==> src/bse_pkg.sv <==
// ----------------------------------------------------------------------------
// Battery SOC EKF step: shared package
// Types, constants, micro-program and saturating arithmetic helpers.
// ----------------------------------------------------------------------------
package bse_pkg;

  localparam int unsigned WORD_WIDTH_DEF = 64;
  localparam int unsigned PROG_LEN       = 59;
  localparam int unsigned PC_W           = $clog2(PROG_LEN);

  localparam logic [63:0] ONE_Q = 64'd1 << 48;

  localparam logic signed [63:0] OCV_C0 = ((64'd16026 << 44) + 64'd312) / 64'd625;
  localparam logic signed [63:0] OCV_C1 = -(((64'd82896 << 44) + 64'd312) / 64'd625);
  localparam logic signed [63:0] OCV_C2 = ((64'd148878 << 44) + 64'd312) / 64'd625;
  localparam logic signed [63:0] OCV_C3 = -(((64'd120873 << 44) + 64'd312) / 64'd625);
  localparam logic signed [63:0] OCV_C4 = ((64'd55781 << 44) + 64'd312) / 64'd625;
  localparam logic signed [63:0] OCV_C5 = ((64'd25047 << 44) + 64'd312) / 64'd625;
  localparam logic signed [63:0] DOCV_C0 = ((64'd80130 << 44) + 64'd312) / 64'd625;
  localparam logic signed [63:0] DOCV_C1 = -(((64'd331584 << 44) + 64'd312) / 64'd625);
  localparam logic signed [63:0] DOCV_C2 = ((64'd446634 << 44) + 64'd312) / 64'd625;
  localparam logic signed [63:0] DOCV_C3 = -(((64'd241746 << 44) + 64'd312) / 64'd625);
  localparam logic signed [63:0] DOCV_C4 = ((64'd55781 << 44) + 64'd312) / 64'd625;

  localparam logic signed [63:0] CHG_RESET  = ((64'd9 << 48) + 64'd5) / 64'd10;
  localparam logic signed [63:0] COV0_RESET = ((64'd1 << 48) + 64'd50000000) / 64'd100000000;
  localparam logic signed [63:0] COV3_RESET = ((64'd1 << 48) + 64'd500000) / 64'd1000000;

  typedef enum logic [2:0] {
    CFG_DECAY  = 3'd0,
    CFG_PGAIN  = 3'd1,
    CFG_CGAIN  = 3'd2,
    CFG_OHMIC  = 3'd3,
    CFG_PNOISE = 3'd4,
    CFG_MNOISE = 3'd5
  } cfg_idx_e;

  typedef enum logic [2:0] {
    OP_ADD, OP_SUB, OP_ADDCL, OP_MUL, OP_DIV, OP_END
  } op_e;

  typedef enum logic [5:0] {
    R_A, R_PG, R_CG, R_R0, R_Q, R_R, R_V, R_CUR,
    R_POLQ, R_CHGQ, R_P0, R_P1, R_P2, R_P3,
    R_X1, R_X2, R_POL, R_CHG, R_PP0, R_PP1, R_PP2, R_PP3,
    R_C, R_G0, R_G1, R_S, R_K0, R_K1, R_RES, R_H,
    R_D0, R_D1, R_D2, R_D3, R_D4,
    R_O0, R_O1, R_O2, R_O3, R_O4, R_O5
  } reg_e;

  typedef enum logic [1:0] {
    ST_IDLE, ST_ISSUE, ST_WAIT
  } state_e;

  typedef struct packed {
    op_e  op;
    reg_e dst;
    reg_e src_a;
    reg_e src_b;
  } uop_t;

  typedef struct packed {
    logic            busy;
    logic [PC_W-1:0] pc;
    logic            wr_en;
    logic            mul_start;
    logic            div_start;
    logic            out_load;
  } ctrl_t;

  function automatic logic [63:0] mag(logic signed [63:0] a);
    return a[63] ? 64'(-a) : 64'(a);
  endfunction

  function automatic logic signed [63:0] from_mag(logic neg, logic [63:0] m, int unsigned w);
    logic [63:0] lim;
    lim = 64'd1 << (w - 1);
    if (neg) begin
      return (m >= lim) ? signed'(64'(-lim)) : signed'(64'(-m));
    end
    return (m >= lim) ? signed'(64'(lim - 64'd1)) : signed'(m);
  endfunction

  function automatic logic signed [63:0] sat_w(logic signed [64:0] x, int unsigned w);
    logic signed [64:0] hi;
    logic signed [64:0] lo;
    hi = signed'((65'd1 << (w - 1)) - 65'd1);
    lo = -hi - 65'sd1;
    if (x > hi) return hi[63:0];
    if (x < lo) return lo[63:0];
    return x[63:0];
  endfunction

  function automatic logic signed [63:0] clamp01(logic signed [63:0] x);
    if (x < 0) return '0;
    if (x > signed'(ONE_Q)) return signed'(ONE_Q);
    return x;
  endfunction

  function automatic uop_t prog(logic [PC_W-1:0] pc);
    uop_t u;
    case (pc)
      6'd0:  u = '{OP_MUL,   R_X1,   R_A,    R_POLQ};
      6'd1:  u = '{OP_MUL,   R_X2,   R_PG,   R_CUR};
      6'd2:  u = '{OP_ADD,   R_POL,  R_X1,   R_X2};
      6'd3:  u = '{OP_MUL,   R_X1,   R_CG,   R_CUR};
      6'd4:  u = '{OP_ADDCL, R_CHG,  R_CHGQ, R_X1};
      6'd5:  u = '{OP_MUL,   R_X1,   R_A,    R_P0};
      6'd6:  u = '{OP_MUL,   R_X1,   R_A,    R_X1};
      6'd7:  u = '{OP_ADD,   R_PP0,  R_X1,   R_Q};
      6'd8:  u = '{OP_MUL,   R_PP1,  R_A,    R_P1};
      6'd9:  u = '{OP_MUL,   R_PP2,  R_A,    R_P2};
      6'd10: u = '{OP_ADD,   R_PP3,  R_P3,   R_Q};
      6'd11: u = '{OP_MUL,   R_X1,   R_D0,   R_CHG};
      6'd12: u = '{OP_ADD,   R_C,    R_X1,   R_D1};
      6'd13: u = '{OP_MUL,   R_X1,   R_C,    R_CHG};
      6'd14: u = '{OP_ADD,   R_C,    R_X1,   R_D2};
      6'd15: u = '{OP_MUL,   R_X1,   R_C,    R_CHG};
      6'd16: u = '{OP_ADD,   R_C,    R_X1,   R_D3};
      6'd17: u = '{OP_MUL,   R_X1,   R_C,    R_CHG};
      6'd18: u = '{OP_ADD,   R_C,    R_X1,   R_D4};
      6'd19: u = '{OP_MUL,   R_X1,   R_PP1,  R_C};
      6'd20: u = '{OP_ADD,   R_G0,   R_PP0,  R_X1};
      6'd21: u = '{OP_MUL,   R_X1,   R_PP3,  R_C};
      6'd22: u = '{OP_ADD,   R_G1,   R_PP2,  R_X1};
      6'd23: u = '{OP_MUL,   R_X1,   R_C,    R_G1};
      6'd24: u = '{OP_ADD,   R_S,    R_G0,   R_X1};
      6'd25: u = '{OP_ADD,   R_S,    R_S,    R_R};
      6'd26: u = '{OP_DIV,   R_K0,   R_G0,   R_S};
      6'd27: u = '{OP_DIV,   R_K1,   R_G1,   R_S};
      6'd28: u = '{OP_MUL,   R_X1,   R_R0,   R_CUR};
      6'd29: u = '{OP_SUB,   R_RES,  R_V,    R_X1};
      6'd30: u = '{OP_MUL,   R_X1,   R_O0,   R_CHG};
      6'd31: u = '{OP_ADD,   R_H,    R_X1,   R_O1};
      6'd32: u = '{OP_MUL,   R_X1,   R_H,    R_CHG};
      6'd33: u = '{OP_ADD,   R_H,    R_X1,   R_O2};
      6'd34: u = '{OP_MUL,   R_X1,   R_H,    R_CHG};
      6'd35: u = '{OP_ADD,   R_H,    R_X1,   R_O3};
      6'd36: u = '{OP_MUL,   R_X1,   R_H,    R_CHG};
      6'd37: u = '{OP_ADD,   R_H,    R_X1,   R_O4};
      6'd38: u = '{OP_MUL,   R_X1,   R_H,    R_CHG};
      6'd39: u = '{OP_ADD,   R_H,    R_X1,   R_O5};
      6'd40: u = '{OP_SUB,   R_RES,  R_RES,  R_H};
      6'd41: u = '{OP_SUB,   R_RES,  R_RES,  R_POL};
      6'd42: u = '{OP_MUL,   R_X1,   R_K0,   R_RES};
      6'd43: u = '{OP_ADD,   R_POLQ, R_POL,  R_X1};
      6'd44: u = '{OP_MUL,   R_X1,   R_K1,   R_RES};
      6'd45: u = '{OP_ADDCL, R_CHGQ, R_CHG,  R_X1};
      6'd46: u = '{OP_MUL,   R_X1,   R_C,    R_PP2};
      6'd47: u = '{OP_ADD,   R_H,    R_PP0,  R_X1};
      6'd48: u = '{OP_MUL,   R_X1,   R_C,    R_PP3};
      6'd49: u = '{OP_ADD,   R_G1,   R_PP1,  R_X1};
      6'd50: u = '{OP_MUL,   R_X1,   R_K0,   R_H};
      6'd51: u = '{OP_SUB,   R_P0,   R_PP0,  R_X1};
      6'd52: u = '{OP_MUL,   R_X1,   R_K0,   R_G1};
      6'd53: u = '{OP_SUB,   R_P1,   R_PP1,  R_X1};
      6'd54: u = '{OP_MUL,   R_X1,   R_K1,   R_H};
      6'd55: u = '{OP_SUB,   R_P2,   R_PP2,  R_X1};
      6'd56: u = '{OP_MUL,   R_X1,   R_K1,   R_G1};
      6'd57: u = '{OP_SUB,   R_P3,   R_PP3,  R_X1};
      default: u = '{OP_END, R_X1,   R_X1,   R_X1};
    endcase
    return u;
  endfunction

endpackage

==> src/bse_ctrl.sv <==
// ----------------------------------------------------------------------------
// Battery SOC EKF step: sequencer
// Steps the micro-program and hands work to the multiplier and divider.
// ----------------------------------------------------------------------------
module bse_ctrl import bse_pkg::*; (
  input  logic  clk_i,
  input  logic  rst_ni,
  input  logic  in_accept_i,
  input  op_e   op_i,
  input  logic  unit_done_i,
  input  logic  out_free_i,
  output ctrl_t ctrl_o
);

  state_e          state_q, state_d;
  logic [PC_W-1:0] pc_q, pc_d;

  always_ff @(posedge clk_i or negedge rst_ni) begin
    if (!rst_ni) begin
      state_q <= ST_IDLE;
      pc_q    <= '0;
    end else begin
      state_q <= state_d;
      pc_q    <= pc_d;
    end
  end

  always_comb begin
    state_d          = state_q;
    pc_d             = pc_q;
    ctrl_o           = '0;
    ctrl_o.pc        = pc_q;
    ctrl_o.busy      = (state_q != ST_IDLE);
    case (state_q)
      ST_IDLE: begin
        if (in_accept_i) begin
          pc_d    = '0;
          state_d = ST_ISSUE;
        end
      end
      ST_ISSUE: begin
        case (op_i)
          OP_MUL: begin
            ctrl_o.mul_start = 1'b1;
            state_d          = ST_WAIT;
          end
          OP_DIV: begin
            ctrl_o.div_start = 1'b1;
            state_d          = ST_WAIT;
          end
          OP_END: begin
            if (out_free_i) begin
              ctrl_o.out_load = 1'b1;
              state_d         = ST_IDLE;
            end
          end
          default: begin
            ctrl_o.wr_en = 1'b1;
            pc_d         = pc_q + PC_W'(1);
          end
        endcase
      end
      ST_WAIT: begin
        if (unit_done_i) begin
          ctrl_o.wr_en = 1'b1;
          pc_d         = pc_q + PC_W'(1);
          state_d      = ST_ISSUE;
        end
      end
      default: state_d = ST_IDLE;
    endcase
  end

endmodule

==> config.mk <==
export PLATFORM = sky130hd
export DESIGN_NAME = bse_ctrl
export DESIGN_NICKNAME = d
export VERILOG_FILES = /design/src/bse_pkg.sv /design/src/bse_ctrl.sv
export SDC_FILE = /design/constraint.sdc
export NUM_CORES = 1
export LEC_CHECK = 0
export BUFFER_PORTS_ARGS = -buffer_cell sky130_fd_sc_hd__buf_2
export CAP_MARGIN = 40
export CORE_MARGIN = 3
export CORE_UTILIZATION = 49
export DETAILED_ROUTE_END_ITERATION = 6
export GPL_TIMING_DRIVEN = 0
export PLACE_DENSITY = 0.82
export SETUP_SLACK_MARGIN = 0.1
export SYNTH_ARGS = -nofsm -noshare
export SYNTH_HDL_FRONTEND = slang
export SYNTH_SLANG_ARGS = --single-unit
export TNS_END_PERCENT = 10
==> constraint.sdc <==
create_clock -name clk_i -period 2.4 [get_ports clk_i]
set_clock_uncertainty 0.15 [all_clocks]
set_input_delay 0 -clock clk_i [delete_from_list [all_inputs] [get_ports clk_i]]
set_output_delay 0 -clock clk_i [all_outputs]
set_load 0.005 [all_outputs]
==> metrics.yaml <==
status:
  outcome: "complete, no violations"
synthesis:
  synth.most_common_cell: "inv_1"
  synth_area_um2: 641
  synth_nets: 86
  yosysTopAreaCellShare_pct: 31.3
  yosysTopAreaCell: "dfrtp_1"
  netlist_top_cells_count: "9 x inv_1, 8 x dfrtp_1, 7 x ha_1"
  dominantRegCellSynth: "dfrtp_1"
  synth_area_leaders: "dfrtp_1 31%, ha_1 14%, inv_1 5.3%"
  yosys.cell_types.count: 27
  syn_avg_cell_area_um2: 9.02
  synth_edf_count: 0
  postSynthCellCount: 71
  ys_ff_latch: 8
  synthArstFlopShare_pct: 100
  yosysSeqAreaShare_pct: 31.3
  yosys_warnings: 0
critical_path:
  crit_start: "state_q[1]"
  reg2reg_slack_ns: 0.31
  path_cells: "inv_1 > ha_1 > and3b_1 > nor4_4 > and2_1 > buf_4 > mux2i_1"
  startpoint_type: "flop"
  arrival_ns: 2.10
  critPathSlowestCell: "dfrtp_1"
  r2r-end: "pc_q[1]"
  crit_type: "reg2reg"
  path_delay_family: "simple AND/OR/NAND/NOR gates"
  cp-end-kind: "flop"
  required_ns: 2.42
  crit_path_max_incr_delay_ns: 0.38
  ff2ff_path_depth: 7
  worstPathMaxFanout: 6
  reg2reg_from: "state_q[1]"
  path_buf_inv: 2
clock_tree:
  numCtsBuffers: 3
  clk_latency_ns: 0.26
  cts_buffer_depth: 2
  clk_pin_slew_ns: 0.06
  clock-sinks: 8
  post_cts_buffers: 0
  root_buffer: "clkbuf_4"
  cts_resized: 0
  cts_tree: "yes"
  htreeDepth: 1
floorplan:
  die_h_um: 42.2
  initial_core_util_pct: 54.7
  core-area_mm2: 0.00117
  dieWidth_um: 42.2
  ios: 19
  die_area_mm2: 0.00178
  std_cell_rows: 12
sta:
  relSlewSlack_pct: 73.9
  max_freq_mhz: 479
  slew_viol_final: 0
  finalHoldViolCount: 0
  tns_ns: 0
  timing.final.setup_violations: 0
  worst_slew_pin_slew_ns: 0.391
  fin_crit_ns: 2.09
  rsz0062_at_grt: "false"
  finalCritPeriodShare_pct: 87.0
drt:
  dr_total_vias: 581
  wirelength_um: 1340
  ant_nets: 0
  viasPerCell: 5.33
  drt_iter0_drc: 7
  drt_first_pass_iters: 4
  wl_per_cell_um: 12.3
  drcViolationCount: 0
placed_design:
  hpwl_um: 1050
  port_buffers: 18
  gp_congestion: 0.817
  numPlacedInstances: 103
hold_path:
  whs_path_depth: 4
  worstHoldStart: "op_i[0]"
  holdPathEnd: "pc_q[5]"
  hp-class: "in2reg"
cells_and_area:
  diodes: 0
  stdcell_count: 109
  multi_input_area_um2: 395
  area_delta_synth_final_pct: 25.0
  regArea_um2: 200
  drive_gt1_share_pct: 24.2
  fillers: 95
  nets: 112
global_route:
  grt.overflow.total: 0
  grt_max_degree: 11
  grtUsageTotal_pct: 17.0
  antenna_found_initial: 0
  grt_pass1_wl_um: 2260
  grt_pass1_vias: 539
power_and_ir_drop:
  leakage_uw: 0.000427
  peakVddDrop_mv: 0.732
  power.density_mw_per_mm2: 1120
run:
  maxCapViolations: 0
-- routing by layer --
layer / GRT usage (%) / share of wire [%] / vias up
li1: - / - / 299
met1: 21.1 / 48 / 262
met2: 25.6 / 44 / 18
met3: 8.58 / 6.6 / 2
met4: 5.59 / 1.0 / 0
met5: 0 / 0 / -
-- cells by family (layout without fill, tap and decap cells) --
group / Yosys count / after routing / share of synthesized area [%]
fa+ha+maj: 7 / 7 / 13.7
flops: 8 / 8 / 31.2
mux: 3 / 3 / 4.69
compound gates: 9 / 9 / 12.1
buf+inv: 11 / 35 / 7.03
simple gates: 33 / 33 / 31.3
-- worst max-delay path by stage --
stage / endpoint / slack [ns] / depth (start not counted)
6_report: pc_q[1] / 0.31 / 7
5_1_grt: pc_q[1] / 0.15 / 7
4_1_cts: pc_q[1] / 0.30 / 7
3_5_place_dp: pc_q[1] / 0.31 / 7
3_3_place_gp: pc_q[5] / 0.38 / 7
2_1_floorplan: pc_q[1] / 0.52 / 7
-- per-stage QoR --
stage	setup slack [ns]	cell area (um^2)	total power, uW	hold WS [ns]	utilization (%)
floorplan	0.520	641	639	-0.446	-
global placement	0.376	748	773	-0.300	63.9
detailed placement	0.309	748	795	-0.299	63.9
CTS	0.298	801	906	0.154	68.4
global route	0.154	801	994	0.197	68.4
finish	0.311	801	898	0.165	68.4
-- flip-flops by register name (all words and copies together), names as in the netlist --
signal and cells:
pc_q 6, state_q 2
-- cell usage in the layout (no fill, tap or decap), drive strengths merged, types with 4 or more instances in the layout --
cell,synthesis,final
buf,1,19
dfrtp,8,8
inv,9,9
ha,7,7
nor2b,4,4
nand3,6,6
nor2,5,5
clkbuf,1,4
-- report_power, final --
group | internal, uW | switching (uW) | total (uW)
Sequential | 191 | 65.9 | 257
Clock | 57.3 | 47.0 | 104
Combinational | 253 | 283 | 536
-- area by class of cell --
| class | instances | area share (%) |
|---|---|---|
| tap | 14 | 2.19 |
| inverter | 9 | 4.22 |
| timing repair buffer | 21 | 15.0 |
| sequential | 8 | 25.0 |
| multi-input combinational | 52 | 49.4 |
| buffer | 2 | 1.41 |
| clock buffer | 3 | 2.81 |
-- worst min-delay path, cell delays in order --
cell and delay (ns):
buf_2 0.11, nand4b_1 0.23, nand4_1 0.12, o221ai_1 0.07
-- what timing repair did --
action,4_1_cts,5_1_grt
setup endpoints to repair,0,0
hold buffers,3,0
hold endpoints to repair,10,0
(Power assumes the default switching activity.)
