<file path="src/bse_pkg.sv">
// ----------------------------------------------------------------------------
// Battery SOC EKF step: shared package
// Types, constants, micro-program and saturating arithmetic helpers.
// ----------------------------------------------------------------------------
package bse_pkg;

  localparam int unsigned WORD_WIDTH_DEF = 64;
  localparam int unsigned PROG_LEN       = 59;
  localparam int unsigned PC_W           = $clog2(PROG_LEN);

  localparam logic [63:0] ONE_Q = 64'd1 << 48;

  localparam logic signed [63:0] OCV_C0 = ((64'd16026 << 44) + 64'd312) / 64'd625;
  localparam logic signed [63:0] OCV_C1 = -(((64'd82896 << 44) + 64'd312) / 64'd625);
  localparam logic signed [63:0] OCV_C2 = ((64'd148878 << 44) + 64'd312) / 64'd625;
  localparam logic signed [63:0] OCV_C3 = -(((64'd120873 << 44) + 64'd312) / 64'd625);
  localparam logic signed [63:0] OCV_C4 = ((64'd55781 << 44) + 64'd312) / 64'd625;
  localparam logic signed [63:0] OCV_C5 = ((64'd25047 << 44) + 64'd312) / 64'd625;
  localparam logic signed [63:0] DOCV_C0 = ((64'd80130 << 44) + 64'd312) / 64'd625;
  localparam logic signed [63:0] DOCV_C1 = -(((64'd331584 << 44) + 64'd312) / 64'd625);
  localparam logic signed [63:0] DOCV_C2 = ((64'd446634 << 44) + 64'd312) / 64'd625;
  localparam logic signed [63:0] DOCV_C3 = -(((64'd241746 << 44) + 64'd312) / 64'd625);
  localparam logic signed [63:0] DOCV_C4 = ((64'd55781 << 44) + 64'd312) / 64'd625;

  localparam logic signed [63:0] CHG_RESET  = ((64'd9 << 48) + 64'd5) / 64'd10;
  localparam logic signed [63:0] COV0_RESET = ((64'd1 << 48) + 64'd50000000) / 64'd100000000;
  localparam logic signed [63:0] COV3_RESET = ((64'd1 << 48) + 64'd500000) / 64'd1000000;

  typedef enum logic [2:0] {
    CFG_DECAY  = 3'd0,
    CFG_PGAIN  = 3'd1,
    CFG_CGAIN  = 3'd2,
    CFG_OHMIC  = 3'd3,
    CFG_PNOISE = 3'd4,
    CFG_MNOISE = 3'd5
  } cfg_idx_e;

  typedef enum logic [2:0] {
    OP_ADD, OP_SUB, OP_ADDCL, OP_MUL, OP_DIV, OP_END
  } op_e;

  typedef enum logic [5:0] {
    R_A, R_PG, R_CG, R_R0, R_Q, R_R, R_V, R_CUR,
    R_POLQ, R_CHGQ, R_P0, R_P1, R_P2, R_P3,
    R_X1, R_X2, R_POL, R_CHG, R_PP0, R_PP1, R_PP2, R_PP3,
    R_C, R_G0, R_G1, R_S, R_K0, R_K1, R_RES, R_H,
    R_D0, R_D1, R_D2, R_D3, R_D4,
    R_O0, R_O1, R_O2, R_O3, R_O4, R_O5
  } reg_e;

  typedef enum logic [1:0] {
    ST_IDLE, ST_ISSUE, ST_WAIT
  } state_e;

  typedef struct packed {
    op_e  op;
    reg_e dst;
    reg_e src_a;
    reg_e src_b;
  } uop_t;

  typedef struct packed {
    logic            busy;
    logic [PC_W-1:0] pc;
    logic            wr_en;
    logic            mul_start;
    logic            div_start;
    logic            out_load;
  } ctrl_t;

  function automatic logic [63:0] mag(logic signed [63:0] a);
    return a[63] ? 64'(-a) : 64'(a);
  endfunction

  function automatic logic signed [63:0] from_mag(logic neg, logic [63:0] m, int unsigned w);
    logic [63:0] lim;
    lim = 64'd1 << (w - 1);
    if (neg) begin
      return (m >= lim) ? signed'(64'(-lim)) : signed'(64'(-m));
    end
    return (m >= lim) ? signed'(64'(lim - 64'd1)) : signed'(m);
  endfunction

  function automatic logic signed [63:0] sat_w(logic signed [64:0] x, int unsigned w);
    logic signed [64:0] hi;
    logic signed [64:0] lo;
    hi = signed'((65'd1 << (w - 1)) - 65'd1);
    lo = -hi - 65'sd1;
    if (x > hi) return hi[63:0];
    if (x < lo) return lo[63:0];
    return x[63:0];
  endfunction

  function automatic logic signed [63:0] clamp01(logic signed [63:0] x);
    if (x < 0) return '0;
    if (x > signed'(ONE_Q)) return signed'(ONE_Q);
    return x;
  endfunction

  function automatic uop_t prog(logic [PC_W-1:0] pc);
    uop_t u;
    case (pc)
      6'd0:  u = '{OP_MUL,   R_X1,   R_A,    R_POLQ};
      6'd1:  u = '{OP_MUL,   R_X2,   R_PG,   R_CUR};
      6'd2:  u = '{OP_ADD,   R_POL,  R_X1,   R_X2};
      6'd3:  u = '{OP_MUL,   R_X1,   R_CG,   R_CUR};
      6'd4:  u = '{OP_ADDCL, R_CHG,  R_CHGQ, R_X1};
      6'd5:  u = '{OP_MUL,   R_X1,   R_A,    R_P0};
      6'd6:  u = '{OP_MUL,   R_X1,   R_A,    R_X1};
      6'd7:  u = '{OP_ADD,   R_PP0,  R_X1,   R_Q};
      6'd8:  u = '{OP_MUL,   R_PP1,  R_A,    R_P1};
      6'd9:  u = '{OP_MUL,   R_PP2,  R_A,    R_P2};
      6'd10: u = '{OP_ADD,   R_PP3,  R_P3,   R_Q};
      6'd11: u = '{OP_MUL,   R_X1,   R_D0,   R_CHG};
      6'd12: u = '{OP_ADD,   R_C,    R_X1,   R_D1};
      6'd13: u = '{OP_MUL,   R_X1,   R_C,    R_CHG};
      6'd14: u = '{OP_ADD,   R_C,    R_X1,   R_D2};
      6'd15: u = '{OP_MUL,   R_X1,   R_C,    R_CHG};
      6'd16: u = '{OP_ADD,   R_C,    R_X1,   R_D3};
      6'd17: u = '{OP_MUL,   R_X1,   R_C,    R_CHG};
      6'd18: u = '{OP_ADD,   R_C,    R_X1,   R_D4};
      6'd19: u = '{OP_MUL,   R_X1,   R_PP1,  R_C};
      6'd20: u = '{OP_ADD,   R_G0,   R_PP0,  R_X1};
      6'd21: u = '{OP_MUL,   R_X1,   R_PP3,  R_C};
      6'd22: u = '{OP_ADD,   R_G1,   R_PP2,  R_X1};
      6'd23: u = '{OP_MUL,   R_X1,   R_C,    R_G1};
      6'd24: u = '{OP_ADD,   R_S,    R_G0,   R_X1};
      6'd25: u = '{OP_ADD,   R_S,    R_S,    R_R};
      6'd26: u = '{OP_DIV,   R_K0,   R_G0,   R_S};
      6'd27: u = '{OP_DIV,   R_K1,   R_G1,   R_S};
      6'd28: u = '{OP_MUL,   R_X1,   R_R0,   R_CUR};
      6'd29: u = '{OP_SUB,   R_RES,  R_V,    R_X1};
      6'd30: u = '{OP_MUL,   R_X1,   R_O0,   R_CHG};
      6'd31: u = '{OP_ADD,   R_H,    R_X1,   R_O1};
      6'd32: u = '{OP_MUL,   R_X1,   R_H,    R_CHG};
      6'd33: u = '{OP_ADD,   R_H,    R_X1,   R_O2};
      6'd34: u = '{OP_MUL,   R_X1,   R_H,    R_CHG};
      6'd35: u = '{OP_ADD,   R_H,    R_X1,   R_O3};
      6'd36: u = '{OP_MUL,   R_X1,   R_H,    R_CHG};
      6'd37: u = '{OP_ADD,   R_H,    R_X1,   R_O4};
      6'd38: u = '{OP_MUL,   R_X1,   R_H,    R_CHG};
      6'd39: u = '{OP_ADD,   R_H,    R_X1,   R_O5};
      6'd40: u = '{OP_SUB,   R_RES,  R_RES,  R_H};
      6'd41: u = '{OP_SUB,   R_RES,  R_RES,  R_POL};
      6'd42: u = '{OP_MUL,   R_X1,   R_K0,   R_RES};
      6'd43: u = '{OP_ADD,   R_POLQ, R_POL,  R_X1};
      6'd44: u = '{OP_MUL,   R_X1,   R_K1,   R_RES};
      6'd45: u = '{OP_ADDCL, R_CHGQ, R_CHG,  R_X1};
      6'd46: u = '{OP_MUL,   R_X1,   R_C,    R_PP2};
      6'd47: u = '{OP_ADD,   R_H,    R_PP0,  R_X1};
      6'd48: u = '{OP_MUL,   R_X1,   R_C,    R_PP3};
      6'd49: u = '{OP_ADD,   R_G1,   R_PP1,  R_X1};
      6'd50: u = '{OP_MUL,   R_X1,   R_K0,   R_H};
      6'd51: u = '{OP_SUB,   R_P0,   R_PP0,  R_X1};
      6'd52: u = '{OP_MUL,   R_X1,   R_K0,   R_G1};
      6'd53: u = '{OP_SUB,   R_P1,   R_PP1,  R_X1};
      6'd54: u = '{OP_MUL,   R_X1,   R_K1,   R_H};
      6'd55: u = '{OP_SUB,   R_P2,   R_PP2,  R_X1};
      6'd56: u = '{OP_MUL,   R_X1,   R_K1,   R_G1};
      6'd57: u = '{OP_SUB,   R_P3,   R_PP3,  R_X1};
      default: u = '{OP_END, R_X1,   R_X1,   R_X1};
    endcase
    return u;
  endfunction

endpackage

</file>
<file path="src/bse_mul.sv">
// ----------------------------------------------------------------------------
// Battery SOC EKF step: shared multiplier
// Q15.48 product from four 32x32 partial products, rounded and saturated.
// ----------------------------------------------------------------------------
module bse_mul import bse_pkg::*; #(
  parameter int unsigned WORD_WIDTH = WORD_WIDTH_DEF
) (
  input  logic               clk_i,
  input  logic               rst_ni,
  input  logic               start_i,
  input  logic signed [63:0] a_i,
  input  logic signed [63:0] b_i,
  output logic               done_o,
  output logic signed [63:0] res_o
);

  logic         busy_q;
  logic [2:0]   cnt_q;
  logic [63:0]  ua_q, ub_q;
  logic         neg_q;
  logic [127:0] acc_q;
  logic         done_q;
  logic signed [63:0] res_q;

  logic [31:0]  ha, hb;
  logic [63:0]  prod;
  logic [127:0] part;
  logic [127:0] rnd;

  always_comb begin
    ha   = cnt_q[1] ? ua_q[63:32] : ua_q[31:0];
    hb   = cnt_q[0] ? ub_q[63:32] : ub_q[31:0];
    prod = {32'd0, ha} * {32'd0, hb};
    case (cnt_q[1:0])
      2'd0:    part = {64'd0, prod};
      2'd3:    part = {prod, 64'd0};
      default: part = {32'd0, prod, 32'd0};
    endcase
    rnd = acc_q + (128'd1 << 47);
  end

  always_ff @(posedge clk_i or negedge rst_ni) begin
    if (!rst_ni) begin
      busy_q <= 1'b0;
      cnt_q  <= '0;
      done_q <= 1'b0;
    end else begin
      done_q <= 1'b0;
      if (start_i) begin
        busy_q <= 1'b1;
        cnt_q  <= '0;
      end else if (busy_q) begin
        if (cnt_q == 3'd4) begin
          busy_q <= 1'b0;
          done_q <= 1'b1;
        end else begin
          cnt_q <= cnt_q + 3'd1;
        end
      end
    end
  end

  always_ff @(posedge clk_i) begin
    if (start_i) begin
      ua_q  <= mag(a_i);
      ub_q  <= mag(b_i);
      neg_q <= a_i[63] ^ b_i[63];
      acc_q <= '0;
    end else if (busy_q) begin
      if (cnt_q == 3'd4) begin
        res_q <= from_mag(neg_q, (|rnd[127:112]) ? '1 : rnd[111:48], WORD_WIDTH);
      end else begin
        acc_q <= acc_q + part;
      end
    end
  end

  assign done_o = done_q;
  assign res_o  = res_q;

endmodule

</file>
<file path="config.mk">
export PLATFORM = sky130hd
export DESIGN_NAME = bse_mul
export DESIGN_NICKNAME = d
export VERILOG_FILES = /design/src/bse_pkg.sv /design/src/bse_mul.sv
export SDC_FILE = /design/constraint.sdc
export NUM_CORES = 2
export LEC_CHECK = 0
export BUFFER_PORTS_ARGS = -buffer_cell sky130_fd_sc_hd__clkbuf_2
export CAP_MARGIN = 40
export CELL_PAD_IN_SITES_DETAIL_PLACEMENT = 0
export CELL_PAD_IN_SITES_GLOBAL_PLACEMENT = 1
export CORE_ASPECT_RATIO = 1.2
export CORE_UTILIZATION = 32
export CTS_BUF_LIST = sky130_fd_sc_hd__clkbuf_2
export DETAILED_ROUTE_END_ITERATION = 10
export PLACE_DENSITY = 0.56
export REMOVE_ABC_BUFFERS = 1
export SETUP_SLACK_MARGIN = 0.02
export SLEW_MARGIN = 40
export SYNTH_ARGS = -nofsm -noshare
export SYNTH_HDL_FRONTEND = slang
export SYNTH_SLANG_ARGS = --single-unit
</file>
<file path="constraint.sdc">
create_clock -name clk_i -period 12.4 [get_ports clk_i]
set_input_delay 2.48 -clock clk_i [delete_from_list [all_inputs] [get_ports clk_i]]
set_output_delay 2.48 -clock clk_i [all_outputs]
set_load 0.02 [all_outputs]
</file>
==> impl_metrics.csv <==
group,metric,value,unit
floorplan,die_h,471,um
finish,regArea,0.00849,mm2
global_routing,first_global_vias,54400,
outcome,status,"finished clean",
sta,worst_slew_pin_slew,932,ps
detailed_routing,ant_nets,0,
finish,utilization,39.5,%
placed_design,gp_congestion,0.980,
job,drv_cap,0,
placed_design,port-buffer-count,195,
logic_synthesis,synthAdderAreaFrac,39.2,%
logic_synthesis,avgSynthCellArea,8.50,um2
sta,setup-tns-final,0,ps
detailed_routing,first_iter_violations,3387,
sta,max_freq,82.4,MHz
floorplan,core,0.182,mm2
sta,rsz0062_at_grt,"true",
worst_setup_path,cp_slowest_stage_delay,630,ps
worst_setup_path,crit_fanout,8,
detailed_routing,routed_via_density,5.08,
clock_network,cts_buffers,95,
worst_setup_path,cpMostUsedCell,"buf_4",
logic_synthesis,synth_xor_area_share,5.97,%
logic_synthesis,ys_seq_area_share,14.4,%
sta,whs,463,ps
detailed_routing,drtPass1Iterations,6,
sta,slew_violations,0,
detailed_routing,finalWirelength,244000,um
clock_network,clkTransAtPathRegs,120,ps
worst_setup_path,crit_family,"adder cells",
clock_network,tritoncts,"yes",
logic_synthesis,synthCells,6909,
logic_synthesis,synth_flop_cell,"edfxtp_1",
global_routing,grt_start_max_net_pins,80,
finish,nets,9245,
worst_setup_path,startpoint_type,"register",
logic_synthesis,synth-simple-area-share,16.9,%
floorplan,ios,196,
logic_synthesis,synth-seq-cells,326,
sta,finalHoldViolations,0,
global_routing,grt-ovfl-total,0,
floorplan,num_rows,171,
worst_setup_path,crit_buf_inv,11,
detailed_routing,wire_per_inst,23.7,um
sta,finalSetupViolCount,0,
clock_network,cts_htree_levels,3,
logic_synthesis,yosysWarnings,0,
finish,final_cell_area,0.0717,mm2
worst_hold_path,hold_path.class,"reg2reg",
placed_design,hpwl,209000,um
global_routing,antenna_found_initial,3,
detailed_routing,drcViolationCount,0,
finish,syn_to_final_growth,22.0,%
worst_setup_path,cp.arrival,13470,ps
logic_synthesis,synth-edff-count,193,
floorplan,die_width,393,um
logic_synthesis,async_reset_ff_share,1.53,%
sta,post-route-period-util,97.8,%
sta,period_minus_slack,12130,ps
worst_setup_path,worstSetupPathType,"reg2reg",
clock_network,cts_num_sinks,326,
worst_setup_path,cp_slowest_cell,"fa_1",
worst_setup_path,cp-end-kind,"register",
clock_network,root_buffer,"clkbuf_2",
finish,mostFrequentLayoutCells,"inv_1 (1004), fa_1 (889), buf_4 (868)",
finish,multi_input_comb_area,0.0462,mm2
sta,finClkSkew,249,ps
logic_synthesis,synth_top_family_by_area,"adder cells",
sta,timing.slew.headroom,36.1,%
logic_synthesis,synth_mux_area_share,2.40,%
global_routing,grt_pass1_wl,356000,um
worst_setup_path,required,13740,ps
placed_design,placed_area,0.0696,mm2
floorplan,start_util,32.3,%
clock_network,clock_latency,1560,ps
global_routing,track_usage,26.3,%
clock_network,cts.path.max_buffers,3,
finish,final_common_cell,"inv_1",
logic_synthesis,synth-compound-area-share,12.5,%
finish,drive_above_1_share,20.2,%
finish,fill_cells,18600,
detailed_routing,vias,52400,
logic_synthesis,syn_area,0.0587,mm2
logic_synthesis,yosys.cell_types.count,76,
floorplan,die_area,0.185,mm2
## repair_timing
action | in CTS | in global routing
setup buffers | 3 | 29
pin swaps | 3 | 67
gates resized for setup | 24 | 159
setup endpoints to repair | 20 | 41
cloned | 0 | 6
hold buffers | 0 | 0
## synthesized netlist by cell type (22+ instances only)
master / n / share of area [%]
nor3_1: 63 / 0.54
fa_1: 897 / 31
edfxtp_1: 193 / 9.9
ha_1: 403 / 8.6
a31oi_1: 33 / 0.35
o41ai_1: 28 / 0.42
or2_2: 22 / 0.23
or3_1: 40 / 0.43
o21ai_0: 242 / 2.1
nand3_1: 88 / 0.75
nor2_1: 800 / 5.1
or4_1: 26 / 0.33
xor2_1: 103 / 1.5
o31ai_1: 59 / 0.75
nand2b_1: 33 / 0.35
clkbuf_1: 317 / 2.0
a211oi_1: 27 / 0.35
nor2b_1: 25 / 0.27
inv_1: 1004 / 6.4
a21oi_1: 375 / 3.2
mux2i_1: 71 / 1.2
and3_1: 58 / 0.62
nand2_1: 844 / 5.4
buf_1: 25 / 0.16
o21a_1: 23 / 0.29
xnor2_1: 297 / 4.4
dfxtp_1: 128 / 4.4
a22o_1: 79 / 1.2
and2_1: 81 / 0.86
mux2_2: 52 / 1.0
nand4_1: 93 / 0.99
o21bai_1: 54 / 0.69
a21o_1: 117 / 1.5
## area by class of cell
class / instances / share of cell area (%)
timing repair buffer: 1151 / 12.8
sequential: 326 / 11.8
inverter: 1005 / 5.26
antenna: 4 / 0.0140
tap: 2422 / 4.23
clock buffer: 126 / 0.880
clock inverter: 47 / 0.457
multi-input combinational: 5235 / 64.5
## state kept, by name, summed over array words and instances, names as in the netlist
register / count
neg_q: 1
busy_q: 1
acc_q: 128
cnt_q: 3
res_o: 64
ua_q: 64
done_o: 1
ub_q: 64
## logic make-up (layout without fill, tap and decap cells)
family          Yosys count  after routing
simple gates           2244           2244
compound gates         1158           1158
fa+ha+maj              1300           1300
buf+inv                1348           2329
xor+xnor                400            400
mux                     133            133
other cells               0              4
flops                   326            326
## path summary, 6_finish.rpt
check	start	to	slack, ps	cells after the start
max	cnt_q[0]$_DFFE_PN0P_	acc_q[126]$_SDFFE_PP0P_	270	49
min	acc_q[40]$_SDFFE_PP0P_	acc_q[40]$_SDFFE_PP0P_	460	2
max reg2reg	cnt_q[0]$_DFFE_PN0P_	acc_q[126]$_SDFFE_PP0P_	270	49
min reg2reg	acc_q[40]$_SDFFE_PP0P_	acc_q[40]$_SDFFE_PP0P_	460	2
max in group asynchronous	rst_ni	cnt_q[1]$_DFFE_PN0P_	10790	1
min in group asynchronous	rst_ni	done_o$_DFF_PN0_	960	1
## metal layers
layer	GRT usage (%)	vias up	wire length (um)	part of all wire (%)
li1	-	24400	-	-
met1	30.7	26000	94900	39
met2	46.6	1587	122000	50
met3	2.69	454	10800	4.4
met4	14.5	0	16600	6.8
met5	0	-	0	0
## worst min-delay path, cell delays in order (launching register included)
cell and delay [ps]:
dfxtp_1 320, nand2_1 50, a21oi_1 50
## metrics by stage
stage	cells	setup slack [ps]
final	10300	270
after global routing	10300	-94.6
after CTS	10300	20.6
after detailed placement	10100	-212
after global placement	10100	-315
after floorplan	6566	-1130
Power is left out: the tool's default activity adds up to more than one toggle a clock period on the data nets, which glitch-free logic cannot reach.
