--- src/bse_pkg.sv ---
// ----------------------------------------------------------------------------
// Battery SOC EKF step: shared package
// Types, constants, micro-program and saturating arithmetic helpers.
// ----------------------------------------------------------------------------
package bse_pkg;

  localparam int unsigned WORD_WIDTH_DEF = 64;
  localparam int unsigned PROG_LEN       = 59;
  localparam int unsigned PC_W           = $clog2(PROG_LEN);

  localparam logic [63:0] ONE_Q = 64'd1 << 48;

  localparam logic signed [63:0] OCV_C0 = ((64'd16026 << 44) + 64'd312) / 64'd625;
  localparam logic signed [63:0] OCV_C1 = -(((64'd82896 << 44) + 64'd312) / 64'd625);
  localparam logic signed [63:0] OCV_C2 = ((64'd148878 << 44) + 64'd312) / 64'd625;
  localparam logic signed [63:0] OCV_C3 = -(((64'd120873 << 44) + 64'd312) / 64'd625);
  localparam logic signed [63:0] OCV_C4 = ((64'd55781 << 44) + 64'd312) / 64'd625;
  localparam logic signed [63:0] OCV_C5 = ((64'd25047 << 44) + 64'd312) / 64'd625;
  localparam logic signed [63:0] DOCV_C0 = ((64'd80130 << 44) + 64'd312) / 64'd625;
  localparam logic signed [63:0] DOCV_C1 = -(((64'd331584 << 44) + 64'd312) / 64'd625);
  localparam logic signed [63:0] DOCV_C2 = ((64'd446634 << 44) + 64'd312) / 64'd625;
  localparam logic signed [63:0] DOCV_C3 = -(((64'd241746 << 44) + 64'd312) / 64'd625);
  localparam logic signed [63:0] DOCV_C4 = ((64'd55781 << 44) + 64'd312) / 64'd625;

  localparam logic signed [63:0] CHG_RESET  = ((64'd9 << 48) + 64'd5) / 64'd10;
  localparam logic signed [63:0] COV0_RESET = ((64'd1 << 48) + 64'd50000000) / 64'd100000000;
  localparam logic signed [63:0] COV3_RESET = ((64'd1 << 48) + 64'd500000) / 64'd1000000;

  typedef enum logic [2:0] {
    CFG_DECAY  = 3'd0,
    CFG_PGAIN  = 3'd1,
    CFG_CGAIN  = 3'd2,
    CFG_OHMIC  = 3'd3,
    CFG_PNOISE = 3'd4,
    CFG_MNOISE = 3'd5
  } cfg_idx_e;

  typedef enum logic [2:0] {
    OP_ADD, OP_SUB, OP_ADDCL, OP_MUL, OP_DIV, OP_END
  } op_e;

  typedef enum logic [5:0] {
    R_A, R_PG, R_CG, R_R0, R_Q, R_R, R_V, R_CUR,
    R_POLQ, R_CHGQ, R_P0, R_P1, R_P2, R_P3,
    R_X1, R_X2, R_POL, R_CHG, R_PP0, R_PP1, R_PP2, R_PP3,
    R_C, R_G0, R_G1, R_S, R_K0, R_K1, R_RES, R_H,
    R_D0, R_D1, R_D2, R_D3, R_D4,
    R_O0, R_O1, R_O2, R_O3, R_O4, R_O5
  } reg_e;

  typedef enum logic [1:0] {
    ST_IDLE, ST_ISSUE, ST_WAIT
  } state_e;

  typedef struct packed {
    op_e  op;
    reg_e dst;
    reg_e src_a;
    reg_e src_b;
  } uop_t;

  typedef struct packed {
    logic            busy;
    logic [PC_W-1:0] pc;
    logic            wr_en;
    logic            mul_start;
    logic            div_start;
    logic            out_load;
  } ctrl_t;

  function automatic logic [63:0] mag(logic signed [63:0] a);
    return a[63] ? 64'(-a) : 64'(a);
  endfunction

  function automatic logic signed [63:0] from_mag(logic neg, logic [63:0] m, int unsigned w);
    logic [63:0] lim;
    lim = 64'd1 << (w - 1);
    if (neg) begin
      return (m >= lim) ? signed'(64'(-lim)) : signed'(64'(-m));
    end
    return (m >= lim) ? signed'(64'(lim - 64'd1)) : signed'(m);
  endfunction

  function automatic logic signed [63:0] sat_w(logic signed [64:0] x, int unsigned w);
    logic signed [64:0] hi;
    logic signed [64:0] lo;
    hi = signed'((65'd1 << (w - 1)) - 65'd1);
    lo = -hi - 65'sd1;
    if (x > hi) return hi[63:0];
    if (x < lo) return lo[63:0];
    return x[63:0];
  endfunction

  function automatic logic signed [63:0] clamp01(logic signed [63:0] x);
    if (x < 0) return '0;
    if (x > signed'(ONE_Q)) return signed'(ONE_Q);
    return x;
  endfunction

  function automatic uop_t prog(logic [PC_W-1:0] pc);
    uop_t u;
    case (pc)
      6'd0:  u = '{OP_MUL,   R_X1,   R_A,    R_POLQ};
      6'd1:  u = '{OP_MUL,   R_X2,   R_PG,   R_CUR};
      6'd2:  u = '{OP_ADD,   R_POL,  R_X1,   R_X2};
      6'd3:  u = '{OP_MUL,   R_X1,   R_CG,   R_CUR};
      6'd4:  u = '{OP_ADDCL, R_CHG,  R_CHGQ, R_X1};
      6'd5:  u = '{OP_MUL,   R_X1,   R_A,    R_P0};
      6'd6:  u = '{OP_MUL,   R_X1,   R_A,    R_X1};
      6'd7:  u = '{OP_ADD,   R_PP0,  R_X1,   R_Q};
      6'd8:  u = '{OP_MUL,   R_PP1,  R_A,    R_P1};
      6'd9:  u = '{OP_MUL,   R_PP2,  R_A,    R_P2};
      6'd10: u = '{OP_ADD,   R_PP3,  R_P3,   R_Q};
      6'd11: u = '{OP_MUL,   R_X1,   R_D0,   R_CHG};
      6'd12: u = '{OP_ADD,   R_C,    R_X1,   R_D1};
      6'd13: u = '{OP_MUL,   R_X1,   R_C,    R_CHG};
      6'd14: u = '{OP_ADD,   R_C,    R_X1,   R_D2};
      6'd15: u = '{OP_MUL,   R_X1,   R_C,    R_CHG};
      6'd16: u = '{OP_ADD,   R_C,    R_X1,   R_D3};
      6'd17: u = '{OP_MUL,   R_X1,   R_C,    R_CHG};
      6'd18: u = '{OP_ADD,   R_C,    R_X1,   R_D4};
      6'd19: u = '{OP_MUL,   R_X1,   R_PP1,  R_C};
      6'd20: u = '{OP_ADD,   R_G0,   R_PP0,  R_X1};
      6'd21: u = '{OP_MUL,   R_X1,   R_PP3,  R_C};
      6'd22: u = '{OP_ADD,   R_G1,   R_PP2,  R_X1};
      6'd23: u = '{OP_MUL,   R_X1,   R_C,    R_G1};
      6'd24: u = '{OP_ADD,   R_S,    R_G0,   R_X1};
      6'd25: u = '{OP_ADD,   R_S,    R_S,    R_R};
      6'd26: u = '{OP_DIV,   R_K0,   R_G0,   R_S};
      6'd27: u = '{OP_DIV,   R_K1,   R_G1,   R_S};
      6'd28: u = '{OP_MUL,   R_X1,   R_R0,   R_CUR};
      6'd29: u = '{OP_SUB,   R_RES,  R_V,    R_X1};
      6'd30: u = '{OP_MUL,   R_X1,   R_O0,   R_CHG};
      6'd31: u = '{OP_ADD,   R_H,    R_X1,   R_O1};
      6'd32: u = '{OP_MUL,   R_X1,   R_H,    R_CHG};
      6'd33: u = '{OP_ADD,   R_H,    R_X1,   R_O2};
      6'd34: u = '{OP_MUL,   R_X1,   R_H,    R_CHG};
      6'd35: u = '{OP_ADD,   R_H,    R_X1,   R_O3};
      6'd36: u = '{OP_MUL,   R_X1,   R_H,    R_CHG};
      6'd37: u = '{OP_ADD,   R_H,    R_X1,   R_O4};
      6'd38: u = '{OP_MUL,   R_X1,   R_H,    R_CHG};
      6'd39: u = '{OP_ADD,   R_H,    R_X1,   R_O5};
      6'd40: u = '{OP_SUB,   R_RES,  R_RES,  R_H};
      6'd41: u = '{OP_SUB,   R_RES,  R_RES,  R_POL};
      6'd42: u = '{OP_MUL,   R_X1,   R_K0,   R_RES};
      6'd43: u = '{OP_ADD,   R_POLQ, R_POL,  R_X1};
      6'd44: u = '{OP_MUL,   R_X1,   R_K1,   R_RES};
      6'd45: u = '{OP_ADDCL, R_CHGQ, R_CHG,  R_X1};
      6'd46: u = '{OP_MUL,   R_X1,   R_C,    R_PP2};
      6'd47: u = '{OP_ADD,   R_H,    R_PP0,  R_X1};
      6'd48: u = '{OP_MUL,   R_X1,   R_C,    R_PP3};
      6'd49: u = '{OP_ADD,   R_G1,   R_PP1,  R_X1};
      6'd50: u = '{OP_MUL,   R_X1,   R_K0,   R_H};
      6'd51: u = '{OP_SUB,   R_P0,   R_PP0,  R_X1};
      6'd52: u = '{OP_MUL,   R_X1,   R_K0,   R_G1};
      6'd53: u = '{OP_SUB,   R_P1,   R_PP1,  R_X1};
      6'd54: u = '{OP_MUL,   R_X1,   R_K1,   R_H};
      6'd55: u = '{OP_SUB,   R_P2,   R_PP2,  R_X1};
      6'd56: u = '{OP_MUL,   R_X1,   R_K1,   R_G1};
      6'd57: u = '{OP_SUB,   R_P3,   R_PP3,  R_X1};
      default: u = '{OP_END, R_X1,   R_X1,   R_X1};
    endcase
    return u;
  endfunction

endpackage

--- src/bse_div.sv ---
// ----------------------------------------------------------------------------
// Battery SOC EKF step: gain divider
// Restoring Q15.48 division, two quotient bits a cycle, truncated and saturated.
// ----------------------------------------------------------------------------
module bse_div import bse_pkg::*; #(
  parameter int unsigned WORD_WIDTH = WORD_WIDTH_DEF
) (
  input  logic               clk_i,
  input  logic               rst_ni,
  input  logic               start_i,
  input  logic signed [63:0] n_i,
  input  logic signed [63:0] d_i,
  output logic               done_o,
  output logic signed [63:0] res_o
);

  localparam int unsigned DVD_W = 112;
  localparam int unsigned STEPS = DVD_W / 2;
  localparam int unsigned CNT_W = $clog2(STEPS + 1);

  logic              busy_q;
  logic [CNT_W-1:0]  cnt_q;
  logic [DVD_W-1:0]  dvd_q;
  logic [63:0]       rem_q, ud_q, quo_q;
  logic              ovf_q, neg_q, zero_q;
  logic              done_q;
  logic signed [63:0] res_q;

  logic [64:0] s1, s2;

  function automatic logic [64:0] dstep(logic [63:0] rem, logic b, logic [63:0] ud);
    logic [64:0] t;
    t = {rem, b};
    if (t >= {1'b0, ud}) return {1'b1, 64'(t - {1'b0, ud})};
    return {1'b0, t[63:0]};
  endfunction

  always_comb begin
    s1 = dstep(rem_q, dvd_q[DVD_W-1], ud_q);
    s2 = dstep(s1[63:0], dvd_q[DVD_W-2], ud_q);
  end

  always_ff @(posedge clk_i or negedge rst_ni) begin
    if (!rst_ni) begin
      busy_q <= 1'b0;
      cnt_q  <= '0;
      done_q <= 1'b0;
    end else begin
      done_q <= 1'b0;
      if (start_i) begin
        busy_q <= 1'b1;
        cnt_q  <= '0;
      end else if (busy_q) begin
        if (cnt_q == CNT_W'(STEPS)) begin
          busy_q <= 1'b0;
          done_q <= 1'b1;
        end else begin
          cnt_q <= cnt_q + CNT_W'(1);
        end
      end
    end
  end

  always_ff @(posedge clk_i) begin
    if (start_i) begin
      dvd_q  <= {mag(n_i), 48'd0};
      ud_q   <= mag(d_i);
      rem_q  <= '0;
      quo_q  <= '0;
      ovf_q  <= 1'b0;
      neg_q  <= n_i[63] ^ d_i[63];
      zero_q <= (d_i == '0);
    end else if (busy_q) begin
      if (cnt_q == CNT_W'(STEPS)) begin
        res_q <= zero_q ? '0 : from_mag(neg_q, ovf_q ? '1 : quo_q, WORD_WIDTH);
      end else begin
        dvd_q <= {dvd_q[DVD_W-3:0], 2'b00};
        rem_q <= s2[63:0];
        quo_q <= {quo_q[61:0], s1[64], s2[64]};
        ovf_q <= ovf_q | (|quo_q[63:62]);
      end
    end
  end

  assign done_o = done_q;
  assign res_o  = res_q;

endmodule

--- config.mk ---
export PLATFORM = sky130hd
export DESIGN_NAME = bse_div
export DESIGN_NICKNAME = d
export VERILOG_FILES = /design/src/bse_pkg.sv /design/src/bse_div.sv
export SDC_FILE = /design/constraint.sdc
export NUM_CORES = 1
export LEC_CHECK = 0
export ABC_AREA = 0
export BUFFER_PORTS_ARGS = -buffer_cell sky130_fd_sc_hd__buf_4
export CAP_MARGIN = 30
export CORE_MARGIN = 2
export CORE_UTILIZATION = 40
export DETAILED_ROUTE_END_ITERATION = 7
export MAX_ROUTING_LAYER = met4
export SLEW_MARGIN = 20
export SYNTH_ARGS = -nofsm -noshare
export SYNTH_HDL_FRONTEND = slang
export SYNTH_SLANG_ARGS = --single-unit
--- constraint.sdc ---
create_clock -name clk_i -period 14.7 [get_ports clk_i]
set_clock_uncertainty 0.05 [all_clocks]
set_input_delay 0.735 -clock clk_i [delete_from_list [all_inputs] [get_ports clk_i]]
set_output_delay 0.735 -clock clk_i [all_outputs]
set_load 0.02 [all_outputs]
==> results.json, run 1 <==
{
  "synthesis.area_um2": 24380,
  "drt_iter0_drc": 1548,
  "clock-sinks": 331,
  "hold_path.class": "input pin to flop",
  "min_period_over_period_pct": 68.00,
  "crit_path_top_delay_cell": "o31ai_1",
  "synthFlopType": "edfxtp_1",
  "drv_cap": 0,
  "ys_ff_latch": 331,
  "n_antenna_cell": 0,
  "r2r_cells": 27,
  "grt_first_pass_wirelength_mm": 109.2,
  "mostFrequentLayoutCell": "nor2_1",
  "regToRegEndpoint": "rem_q[24]",
  "hold_viol": 0,
  "r2r_slack_ps": 4700,
  "critPathMaxFanout": 100,
  "fin_area_um2": 27940,
  "slew_headroom_pct": 34.91,
  "holdPathEnd": "ud_q[0]",
  "postCtsHoldBufs": 1,
  "tightest_slew_ps": 963.8,
  "rr_startpoint": "ud_q[1]",
  "htree_levels": 2,
  "die_height_um": 250.9,
  "fp.dieArea_um2": 62940,
  "nets": 3234,
  "dp_hpwl_mm": 50.95,
  "rows": 90,
  "p_total_mw": 5.649,
  "synth_area_leaders": "edfxtp_1 (24%), dfxtp_1 (11%), ha_1 (6.8%)",
  "clk-insertion-delay-late_ps": 590,
  "post_cts_resized": 0,
  "place_ws_ps": 4101,
  "slowest_delay_ps": 800,
  "period_minus_slack_ps": 9996,
  "synth_seq_area_share_pct": 35.31,
  "cts_tree": "done",
  "grt_max_degree": 112,
  "synth_edf_count": 194,
  "crit_required_ps": 15120,
  "grt_pass1_vias": 20460,
  "initial_utilization_pct": 40.39,
  "grtUsageTotal_pct": 21.78,
  "rsz0062_at_grt": "false",
  "io_pins": 196,
  "async_flop_share_pct": 2.417,
  "cp-end-kind": "flop",
  "die_w_um": 250.9,
  "wl_per_cell_um": 18.24,
  "start_kind": "flop",
  "crit_type": "flop to flop",
  "drt.antenna.violating_nets": 0,
  "layout-drive-gt1-share_pct": 10.87,
  "vias": 21530,
  "globalRouteOverflowTotal": 0,
  "slew_violations": 0,
  "yosysTopAreaCell": "edfxtp_1",
  "synth_area_per_cell_um2": 8.495,
  "yosysWarnings": 0,
  "cts_buffers": 41,
  "finalSetupViolCount": 0,
  "power_density_nw_per_um2": 202.1,
  "port_buffers": 195,
  "wirelength_mm": 68.93,
  "placed_area_um2": 26420,
  "fin_util_pct": 46.30,
  "syn_nets": 3136,
  "netlist.area_leader.share_pct": 23.89,
  "hold_depth": 1,
  "cts_root_buf": "clkbuf_16",
  "cts_buffer_depth": 3,
  "worst_slack_ps": 4704,
  "clk_pin_slew_ps": 60,
  "vias_per_cell": 5.695,
  "post_cts_buffers": 0,
  "status": "finished clean",
  "syn_inst": 2870,
  "final_cell_mix": "nor2_1 (326), nand2_1 (261), o21ai_0 (223)",
  "antenna_found_initial": 2,
  "timing.fmax_ghz": 0.1000,
  "area_growth_pct": 14.62,
  "crit_arrival_ps": 10410,
  "synth_cell_types": 75,
  "p_leak_nw": 11.57,
  "gp_congestion": 0.9402,
  "vdd_drop_max_mv": 0.1140,
  "holdCritStartpoint": "d_i[0]",
  "final.setup.tns_ps": 0,
  "cp_common_cell": "o31ai_1",
  "drc_errors": 0,
  "core-area_um2": 60360,
  "firstDrtPassIters": 5
}
[final cells by class]
class | instances | area [µm²]
clock buffers | 43 | 1044
clock inverters | 30 | 421.7
fillers | 5813 | 32410
inverters | 110 | 412.9
multi-input cells | 2267 | 14790
flip-flops and latches | 331 | 8608
well taps | 782 | 978.4
repair buffers | 217 | 1685
[power by group]
group	switching [mW]	internal, mW
clock network	0.426	0.676
registers	0.0724	1.12
logic	2.02	1.34
total	2.51	3.14
[registers in the layout (all words and copies together) (netlist names)]
register / flops
dvd_q: 64
quo_q: 64
rem_q: 64
res_o: 64
ud_q: 64
cnt_q: 6
busy_q: 1
done_o: 1
neg_q: 1
ovf_q: 1
zero_q: 1
[through the flow]
step	instances	hold slack (ps)
2_1_floorplan	2870	389.4
5_1_grt	3780	341.8
6_report	3780	350.9
3_5_place_dp	3703	428.0
4_1_cts	3777	317.3
3_3_place_gp	3701	418.5
[worst max-delay path by stage]
stage | startpoint | slack [ps] | cells past startpoint | endpoint
after floorplan | start_i | 6190 | 3 | res_o[0]
after global placement | ud_q[1] | 4670 | 25 | rem_q[34]
after detailed placement | ud_q[1] | 4100 | 25 | rem_q[24]
after CTS | ud_q[1] | 4010 | 25 | rem_q[24]
after global routing | ud_q[1] | 3940 | 27 | rem_q[24]
final | ud_q[1] | 4700 | 27 | rem_q[24]
[cell usage after synthesis (46+ instances only)]
library cell,instances
inv_1,110
dfxtp_1,129
a21o_1,67
o31ai_1,54
edfxtp_1,194
a21oi_1,214
xnor2_1,166
nand3_1,49
o21ai_0,223
clkbuf_1,147
a22o_1,62
nor2_1,327
xor2_1,136
nor3_1,46
ha_1,133
nand2_1,262
mux2i_1,62
a211oi_1,55
[kinds of logic after synthesis]
group           count (synthesis)  share of synthesized area (%)
buf+inv                       272                          4.224
xor+xnor                      302                          10.85
mux                            69                          2.869
compound gates                838                          22.07
flops                         331                          35.31
simple gates                  923                          17.69
fa+ha+maj                     135                          6.990
[critical path: cells and delay by family (launching register included)]
family	cells	cell delay [ps]
multiplexers	1	160
adder cells (fa/ha/maj)	2	680
AND/OR/NAND/NOR	3	670
AO/OA/AOI/OAI	16	5890
flip-flops	1	360
buffers and inverters	5	2040
[layer usage]
| layer | vias up | part of all wire [%] | GRT usage (%) |
|---|---|---|---|
| li1 | 10640 | - | - |
| met1 | 10180 | 47 | 29.55 |
| met2 | 589 | 45 | 34.19 |
| met3 | 120 | 5.2 | 2.982 |
| met4 | 0 | 2.4 | 5.816 |
| met5 | - | 0 | - |
Power figures use the tool's default switching activity.
==> run 2, diff against run 1 <==
==> constraint.sdc (replaced) <==
create_clock -name clk_i -period 9.8 [get_ports clk_i]
set_clock_uncertainty 0.05 [all_clocks]
set_input_delay 0.49 -clock clk_i [delete_from_list [all_inputs] [get_ports clk_i]]
set_output_delay 0.49 -clock clk_i [all_outputs]
set_load 0.02 [all_outputs]
==> results.json, run 2 (same netlist as run 1, synthesis figures left out) <==
{
  "r2r_cells": 26,
  "cts_buffer_depth": 3,
  "hold_path.class": "input pin to flop",
  "grt_pass1_vias": 20680,
  "slew_headroom_pct": 34.40,
  "power_density_nw_per_um2": 306.7,
  "n_antenna_cell": 0,
  "grt_max_degree": 107,
  "status": "complete, but fails checks",
  "io_pins": 196,
  "port_buffers": 195,
  "period_minus_slack_ps": 8448,
  "clk-insertion-delay-late_ps": 600,
  "p_leak_nw": 11.57,
  "min_period_over_period_pct": 86.21,
  "r2r_slack_ps": 1350,
  "crit_arrival_ps": 8860,
  "holdPathEnd": "ud_q[0]",
  "cts_root_buf": "clkbuf_16",
  "drt_iter0_drc": 1735,
  "core-area_um2": 60360,
  "cp-end-kind": "flop",
  "violations": "DRC",
  "mostFrequentLayoutCell": "nor2_1",
  "finalHoldWorstSlack_ps": 94.52,
  "htree_levels": 2,
  "slew_violations": 0,
  "start_kind": "flop",
  "drv_cap": 0,
  "fp.dieArea_um2": 62940,
  "critPathMaxFanout": 39,
  "clk_pin_slew_ps": 60,
  "crit_required_ps": 10210,
  "grt_first_pass_wirelength_mm": 115.5,
  "holdCritStartpoint": "d_i[0]",
  "cts_buffers": 42,
  "timing.fmax_ghz": 0.1184,
  "regToRegEndpoint": "rem_q[34]",
  "firstDrtPassIters": 8,
  "p_total_mw": 8.571,
  "wirelength_mm": 72.96,
  "globalRouteOverflowTotal": 0,
  "cts_tree": "done",
  "vdd_drop_max_mv": 0.2108,
  "drt.antenna.violating_nets": 0,
  "final_cell_mix": "nor2_1 (326), nand2_1 (261), o21ai_0 (223)",
  "hold_viol": 0,
  "finalSetupViolCount": 0,
  "grtUsageTotal_pct": 23.22,
  "final.setup.tns_ps": 0,
  "dp_hpwl_mm": 53.81,
  "drc_errors": 5,
  "die_w_um": 250.9,
  "layout-drive-gt1-share_pct": 10.97,
  "antenna_found_initial": 0,
  "clock-sinks": 331,
  "crit_type": "flop to flop",
  "worst_slack_ps": 1352,
  "rr_startpoint": "ud_q[18]",
  "initial_utilization_pct": 40.39,
  "die_height_um": 250.9,
  "wl_per_cell_um": 19.25,
  "vias_per_cell": 5.763,
  "fin_util_pct": 46.30,
  "rsz0062_at_grt": "false",
  "rows": 90,
  "tightest_slew_ps": 984.0,
  "hold_depth": 1,
  "area_growth_pct": 14.63,
  "vias": 21840,
  "place_ws_ps": 1324,
  "nets": 3240,
  "gp_congestion": 0.9793
}
-- run 2: cell count changes in the layout (fill, tap and decap cells not counted), moves of 2 or more --
cell       change
clkbuf_1      +10
buf_4          +4
bufinv_16      -4
buf_16         +2
clkinv_1       -2
clkinv_8       -2
-- run 2: layout make-up --
type	count	area (µm²)
repair buffers	222	1743
clock inverters	25	316.6
multi-input cells	2267	14800
flip-flops and latches	331	8608
well taps	782	978.4
clock buffers	53	1092
inverters	110	412.9
fillers	5944	32410
-- run 2: worst max path at each step --
stage                   from        end  slack, ps  cells after the start
detailed placement   ud_q[1]  rem_q[34]       1320                     26
floorplan            start_i   res_o[0]       1540                      3
finish              ud_q[18]  rem_q[34]       1350                     26
global placement     ud_q[1]  rem_q[15]       1630                     27
global route        ud_q[18]  rem_q[34]        760                     26
CTS                  ud_q[1]  rem_q[34]       1180                     26
-- run 2: power by group --
part | internal (mW) | switching [mW]
registers | 1.68 | 0.114
clock network | 0.935 | 0.660
logic | 2.04 | 3.14
total | 4.65 | 3.92
-- run 2: metrics by stage --
step | instances | instance area, µm²
6_report | 3790 | 27950
5_1_grt | 3790 | 27950
4_1_cts | 3787 | 27890
3_5_place_dp | 3708 | 26470
3_3_place_gp | 3705 | 26420
2_1_floorplan | 2870 | 24380
-- run 2: metal layers --
layer	global-route usage, %	vias to the layer above	wire length, µm
li1	-	10640	-
met1	32.17	10420	34310
met2	36.25	673	33100
met3	2.578	109	3875
met4	5.884	0	1677
met5	-	-	0
-- run 2: critical path, cell delays in order, from the launching register on --
cell       delay [ps]
edfxtp_1          330
inv_1              60
ha_1              460
a21oi_1           200
o211ai_1          220
a21oi_1           140
or4_1             530
a21o_1            210
a21oi_1           510
a31oi_4           250
buf_16            230
o31ai_1           350
ha_1              390
a21oi_1           240
o22ai_1           140
a2111oi_0         670
o31ai_1           250
a31oi_1           530
o21bai_1          210
o21ai_0           340
o31ai_1           170
a221oi_1          280
buf_4             210
nand2_4           430
buf_4             440
mux2i_1           160
a211oi_1          290
-- run 2: timing repair --
item	4_1_cts	5_1_grt
gates resized for setup	0	0
hold endpoints to repair	8	0
setup buffers	0	0
hold buffers	1	0
==> run 3, diff against run 2 <==
--- a/config.mk
+++ b/config.mk
@@ -8,7 +8,6 @@
 export ABC_AREA = 0
 export BUFFER_PORTS_ARGS = -buffer_cell sky130_fd_sc_hd__buf_4
 export CAP_MARGIN = 30
-export CORE_MARGIN = 2
 export CORE_UTILIZATION = 40
 export DETAILED_ROUTE_END_ITERATION = 7
 export MAX_ROUTING_LAYER = met4
==> constraint.sdc (replaced) <==
create_clock -name clk_i -period 10.6 [get_ports clk_i]
set_clock_uncertainty 0.05 [all_clocks]
set_input_delay 0.53 -clock clk_i [delete_from_list [all_inputs] [get_ports clk_i]]
set_output_delay 0.53 -clock clk_i [all_outputs]
set_load 0.02 [all_outputs]
==> results.json, run 3 (same netlist as run 1, synthesis figures left out) <==
{
  "critPathMaxFanout": 65,
  "cts_tree": "done",
  "r2r_cells": 25,
  "crit_required_ps": 11030,
  "drv_cap": 0,
  "layout-drive-gt1-share_pct": 10.89,
  "holdCritStartpoint": "d_i[0]",
  "hold_depth": 1,
  "seq_area_um2": 8608,
  "start_kind": "flop",
  "hold_viol": 0,
  "final_cell_mix": "nor2_1 (326), nand2_1 (261), o21ai_0 (223)",
  "grt_first_pass_wirelength_mm": 113.8,
  "status": "finished clean",
  "port_buffers": 195,
  "area_growth_pct": 14.21,
  "slew_headroom_pct": 32.34,
  "finalSetupViolCount": 0,
  "crit_type": "flop to flop",
  "cts_buffer_depth": 3,
  "nets": 3235,
  "rsz0062_at_grt": "false",
  "min_period_over_period_pct": 79.59,
  "cts_buffers": 42,
  "vdd_drop_max_mv": 0.2232,
  "wirelength_mm": 70.88,
  "clk-insertion-delay-late_ps": 600,
  "clk_pin_slew_ps": 60,
  "p_leak_nw": 11.52,
  "vias": 21550,
  "r2r_slack_ps": 2160,
  "gp_congestion": 0.9327,
  "final.setup.tns_ps": 0,
  "mostFrequentLayoutCell": "nor2_1",
  "grt_max_degree": 77,
  "dp_hpwl_mm": 52.79,
  "internal_power_mw": 4.234,
  "period_minus_slack_ps": 8436,
  "power_switching_mw": 3.501,
  "vias_per_cell": 5.695,
  "p_total_mw": 7.734,
  "firstDrtPassIters": 8,
  "io_pins": 196,
  "regToRegEndpoint": "rem_q[54]",
  "drc_errors": 0,
  "rr_startpoint": "ud_q[1]",
  "globalRouteOverflowTotal": 0,
  "die_w_um": 248.9,
  "grtUsageTotal_pct": 23.19,
  "wl_per_cell_um": 18.73,
  "clockPowerShare_pct": 18.5,
  "combinationalPowerShare_pct": 60.0,
  "fillers": 5891,
  "htree_levels": 2,
  "die_height_um": 248.9,
  "power_density_nw_per_um2": 277.8,
  "slew_violations": 0,
  "swShare_pct": 45.26,
  "core-area_um2": 60250,
  "antenna_found_initial": 0,
  "cp-end-kind": "flop",
  "fp.dieArea_um2": 61940,
  "cts_root_buf": "clkbuf_16",
  "drt_iter0_drc": 1545,
  "hold_path.class": "input pin to flop",
  "n_antenna_cell": 0,
  "tightest_slew_ps": 1002,
  "rows": 90,
  "multi_input_area_um2": 14800,
  "grt_pass1_vias": 20860,
  "drt.antenna.violating_nets": 0,
  "timing.fmax_ghz": 0.1185,
  "holdPathEnd": "ud_q[0]",
  "crit_arrival_ps": 8870,
  "seqPwrFrac_pct": 21.5,
  "initial_utilization_pct": 40.47,
  "clock-sinks": 331
}
## run 3: worst max-delay path by stage
stage / start / endpoint / cells past startpoint
after global placement: ud_q[1] / rem_q[61] / 25
after floorplan: start_i / res_o[0] / 3
final: ud_q[1] / rem_q[54] / 25
after global routing: ud_q[1] / rem_q[29] / 25
after CTS: ud_q[1] / rem_q[37] / 25
after detailed placement: ud_q[1] / rem_q[61] / 25
## run 3: metal layers
metal	share of wire, %	vias up	GRT usage [%]
met5	0	-	-
met4	3.1	0	7.720
met3	5.2	137	3.051
met2	45	592	35.98
met1	47	10170	31.12
li1	-	10650	-
## run 3: area by class of cell
cell class | count | share of cell area, %
Clock buffer | 53 | 3.959
Timing Repair Buffer | 217 | 6.035
Inverter | 110 | 1.483
Tap cell | 782 | 3.514
Clock inverter | 24 | 0.9346
Sequential cell | 331 | 30.91
Multi-Input combinational cell | 2267 | 53.16
## run 3: timing repair
action / in CTS / in global routing
buffers inserted: 0 / 0
endpoints found under the hold margin: 8 / 0
resized for setup: 0 / 0
hold buffers: 1 / 0
## run 3: per-stage QoR
stage | util (%) | setup WS (ps) | hold slack [ps] | instance area [µm²] | cells
after CTS | 46.22 | 2175 | 102.9 | 27850 | 3784
after global routing | 46.22 | 1675 | 124.9 | 27850 | 3784
after detailed placement | 43.94 | 2232 | 304.4 | 26470 | 3706
after global placement | 43.81 | 2277 | 304.0 | 26390 | 3702
final | 46.22 | 2164 | 134.9 | 27850 | 3784
after floorplan | - | 2297 | 184.4 | 24380 | 2870
## run 3: power by group through the flow
stage,Combinational [mW],Sequential [mW],Clock (mW)
floorplan,3.51,1.65,0
global placement,4.56,1.69,0
detailed placement,4.57,1.69,0
CTS,4.61,1.66,1.47
global route,5.12,1.68,1.52
finish,4.64,1.66,1.43
## run 3: worst max-delay path, cell delays in order (launching register included)
cell and delay, ps:
edfxtp_1 350, inv_1 190, ha_1 290, nor2b_1 150, o31a_1 280, o31a_1 310, o31ai_1 330, buf_4 210
a21o_1 240, a21oi_1 200, a31oi_4 690, mux2_2 430, ha_1 370, a21oi_1 230, a211oi_1 110, a2111oi_0 690
o31ai_1 310, a31oi_1 540, o21bai_1 240, o21ai_0 380, o31ai_1 170, a221oi_1 300, buf_4 230, nand2_8 410
mux2i_1 280, a211oi_1 290
